File: src/rtl/bht_ram.sv
// Generic single-port-write, single-port-read RAM with a registered read.
// Depends on nothing.
module bht_ram #(
  parameter int unsigned Width = 8,
  parameter int unsigned Depth = 16,
  localparam int unsigned AW = (Depth > 1) ? $clog2(Depth) : 1
) (
  input  logic             clk_i,
  input  logic             we_i,
  input  logic [AW-1:0]    waddr_i,
  input  logic [Width-1:0] wdata_i,
  input  logic             re_i,
  input  logic [AW-1:0]    raddr_i,
  output logic [Width-1:0] rdata_o
);

  logic [Width-1:0] mem_q [Depth];
  logic [Width-1:0] rdata_q;

  always_ff @(posedge clk_i) begin
    if (we_i) begin
      mem_q[waddr_i] <= wdata_i;
    end
    if (re_i) begin
      rdata_q <= mem_q[raddr_i];
    end
  end

  assign rdata_o = rdata_q;

endmodule

File: config.mk
export PLATFORM = sky130hd
export DESIGN_NAME = bht_ram
export DESIGN_NICKNAME = d
export VERILOG_FILES = /design/src/rtl/bht_ram.sv
export SDC_FILE = /design/constraint.sdc
export NUM_CORES = 1
export LEC_CHECK = 0
export ABC_AREA = 1
export ABC_CLOCK_PERIOD_IN_PS = 1990
export BUFFER_PORTS_ARGS = -buffer_cell sky130_fd_sc_hd__buf_2
export CAP_MARGIN = 20
export CELL_PAD_IN_SITES_DETAIL_PLACEMENT = 0
export CELL_PAD_IN_SITES_GLOBAL_PLACEMENT = 1
export CORE_MARGIN = 3
export CORE_UTILIZATION = 52
export DETAILED_ROUTE_END_ITERATION = 16
export PLACE_DENSITY = 0.81
export SYNTH_ARGS = -nofsm -noshare
export SYNTH_HDL_FRONTEND = slang
export SYNTH_SLANG_ARGS = --single-unit
File: constraint.sdc
create_clock -name clk_i -period 1.99 [get_ports clk_i]
set_clock_uncertainty 0.15 [all_clocks]
set_input_delay 0.0995 -clock clk_i [delete_from_list [all_inputs] [get_ports clk_i]]
set_output_delay 0.0995 -clock clk_i [all_outputs]
set_load 0.01 [all_outputs]
# Yosys cells after proc, flatten, opt, wreduce, memory -nomap -nowiden
# Memory sizes are Yosys's and may differ from the RTL's. A register that Yosys moved wholly into a read port is not among the register bits.
# Cells that the tools add are included.
[word_totals]
regBits = 0
latch_bits = 0
ram_bits = 128
mem_bits_ro = 0
out_inout_bits = 8
n_memories = 1
[mem_list]
columns = ["name", "depth", "width", "read_ports", "rd_ports_with_merged_regs", "wr", "line", "source"]
rows = [
  ["mem_q", 16, 8, 1, 1, 1, "17", "logic [Width-1:0] mem_q [Depth];"],
]
[op_classes]
add_sub_neg = 0
n_mul = 0
div = 0
order_cmp = 0
n_eq_ne = 0
shift = 0
mux = 2
bitwise = 0
reduce_logical = 0
[ops]
columns = ["op", "n"]
rows = [
  ["1-bit 2-to-1 mux", 2],
]

# Depth between registers and ports, before layout
[logic_depth]
ltp_word = 2
mapped_depth = 8
ltp_nobuf = 7

# Worst setup path after synthesis
# Ideal clock, no wire load.
[synth_path]
kind = "input -> register"
start = "in waddr_i[2]"
end = "mem mem_q[10][0], enable pin"
setup_time_ns = 0.370
arrival_time_ns = 0.680
t_required_ns = 1.470
slack_ns = 0.790
stages = 2
path_cell_list = "nand3b_1 nor2_1"
[synth_lines]
columns = ["element", "line", "source"]
rows = [
  ["from (decl)", "10", "input logic [AW-1:0] waddr_i,"],
  ["to (decl)", "17", ""],
]
# Straight into the memory's write port.

==> impl_metrics.csv <==
group,metric,value,unit
finish,final_cells,752,
floorplan,num_io_pins,27,
sta,fin_tns_setup,0,ps
sta,report.final.hold_viol_count,0,
synthesis,synth_cell_types,11,
sta,drv_slew,0,
clock_network,hold_buffers,8,
placed_design,gp_congestion,0.800,
critical_path,reg2reg_from,"mem_q[5][5]",
critical_path,endpoint,"rdata_o[5]",
sta,fin_crit_sh,65.1,%
pwr,irDropWorstVdd,606,uV
synthesis,synth-seq-area-share,69.8,%
finish,drive_above_1_share,11.6,%
sta,whs,11.1,ps
hold_path,holdPathStages,1,
placed_design,hpwl,8070,um
sta,post-route-min-period,1300,ps
clock_network,cts_buffer_depth,2,
floorplan,die_h,112,um
detailed_routing,drc,0,
hold_path,hp-class,"primary input to register",
clock_network,cts-root-buf,"clkbuf_16",
placed_design,placedCellCount,712,
placed_design,port-buffer-count,26,
synthesis,synth_area_leaders,"edfxtp_1 70%, nand2_1 11%, nand3_1 8.3%",
synthesis,yosys_warnings,0,
sta,rsz0062_at_grt,"false",
clock_network,ctsResizeCount,0,
sta,slew_headroom,57.7,%
synthesis,yosys_register_bits,136,
global_route,grt_pass1_wl,21100,um
finish,layout_commonest_cell,"nand2_1",
detailed_routing,drt-vias-per-instance,5.16,
finish,layout_common_cells,"173 x nand2_1, 136 x edfxtp_1, 100 x inv_1, 97 x nand3_1, 26 x buf_2",
floorplan,num_rows,38,
synthesis,synth_top_area_cell,"edfxtp_1",
synthesis,syn_nets,570,
detailed_routing,drt-initial-drc-count,369,
floorplan,start_util,53.5,%
critical_path,setup.worst_path.end_class,"register",
run,maxCapViolCount,0,
critical_path,arrival,1290,ps
clock_network,h-tree-depth,4,
critical_path,reg2reg_to,"rdata_o[5]",
detailed_routing,vias,3879,
critical_path,critPathMaxFanout,1,
global_route,antenna_found_initial,0,
critical_path,reg2regPathDepth,6,
global_route,grt_start_max_net_pins,65,
global_route,grt.total_usage,22.6,%
clock_network,cts_sinks,136,
synthesis,synth_top_area_share,69.8,%
sta,worst-slew-pin-transition,633,ps
clock_network,cts_setup_buffers,0,
detailed_routing,firstDrtPassIters,5,
floorplan,dieArea,12600,um2
floorplan,die_x,112,um
global_route,grt_overflow,0,
critical_path,start_kind,"register",
detailed_routing,ant_nets,0,
synthesis,syn-cell-area,5850,um2
sta,max_freq,771,MHz
clock_network,cts_buffers,17,
floorplan,design.core.area,10900,um2
run_status,status,"finished, final reports clean",
finish,areaGrowthSynthToFinish,16.8,%
synthesis,syn_avg_cell_area,10.6,um2
critical_path,r2r_setup_slack,690,ps
finish,final_util,62.4,%
critical_path,startpoint,"mem_q[5][5]",
finish,antenna_cells_inserted,0,
hold_path,min_from,"wdata_i[0]",
critical_path,path_class,"register to register",
detailed_routing,routed_wl,13300,um
global_route,grt_pass1_vias,3771,
clock_network,clk_latency,410,ps
clock_network,cts_tree,"built",
pwr,p_leak,2.96,nW
detailed_routing,wl_per_cell,17.7,um
pwr,p_per_area,997,nW/um2
sta,finalSetupViolations,0,
critical_path,worstPathRequired,1980,ps
finish,nNetsFinal,618,
synthesis,netlist_instances,551,
clock_network,path_clk_slew,60,ps
-- cells in the mapped netlist --
master and n:
nor2_1 17, buf_4 4, inv_2 2, edfxtp_1 136, inv_1 100, buf_2 13
buf_6 6, nand3_1 97, buf_1 1, nand2_1 173, nand3b_1 2
-- cell families after synthesis --
family / synth area share (%)
buffers and inverters: 9.39
DFF: 69.8
and+or+nand+nor: 20.8
-- sequential cells by signal (all words and copies together), names as in the netlist --
name and count:
mem_q 128, rdata_o 8
-- layout make-up --
class                   instances  area, um2
repair buffers                 53        378
multi-input cells             289       1210
flip-flops and latches        136       4080
fillers                       923       4110
inverters                     102        383
clock inverters                12        156
clock buffers                  20        437
well taps                     140        175
-- critical path, stage by stage (launching register included) --
cell and delay, ps:
edfxtp_1 350, inv_1 60, nand2_1 40, nand3_1 120, nand3_1 100, nand3_1 100, nand2_1 100
-- report_power, final --
group | leakage, nW | internal, W | switching, W | total [W]
sequential | 1.24 | 0.00323 | 0.0000177 | 0.00325
clock | 0.285 | 0.00207 | 0.00109 | 0.00316
combinational | 1.44 | 0.000121 | 0.000282 | 0.000403
-- worst min-delay path by stage --
stage	to	slack [ps]
floorplan	mem_q[0][0]	50
detailed placement	rdata_o[1]	330
CTS	mem_q[5][0]	8
finish	mem_q[7][0]	10
global route	mem_q[10][0]	5
global placement	rdata_o[5]	320
-- stage by stage --
stage / area, um2 / worst slack [ps] / power (W)
floorplan: 5850 / 790 / 0.00353
global placement: 6150 / 328 / 0.00369
detailed placement: 6150 / 329 / 0.00370
CTS: 6830 / 691 / 0.00686
global route: 6830 / 597 / 0.00705
finish: 6830 / 694 / 0.00681
-- routing by layer --
metal / vias up / global-route usage [%] / wire (um)
li1: 1880 / - / -
met5: - / 0 / 0
met3: 14 / 6.20 / 1070
met4: 0 / 7.61 / 188
met2: 165 / 34.3 / 6030
met1: 1820 / 32.0 / 6000
Note: power is estimated with default switching activity, not from simulation.
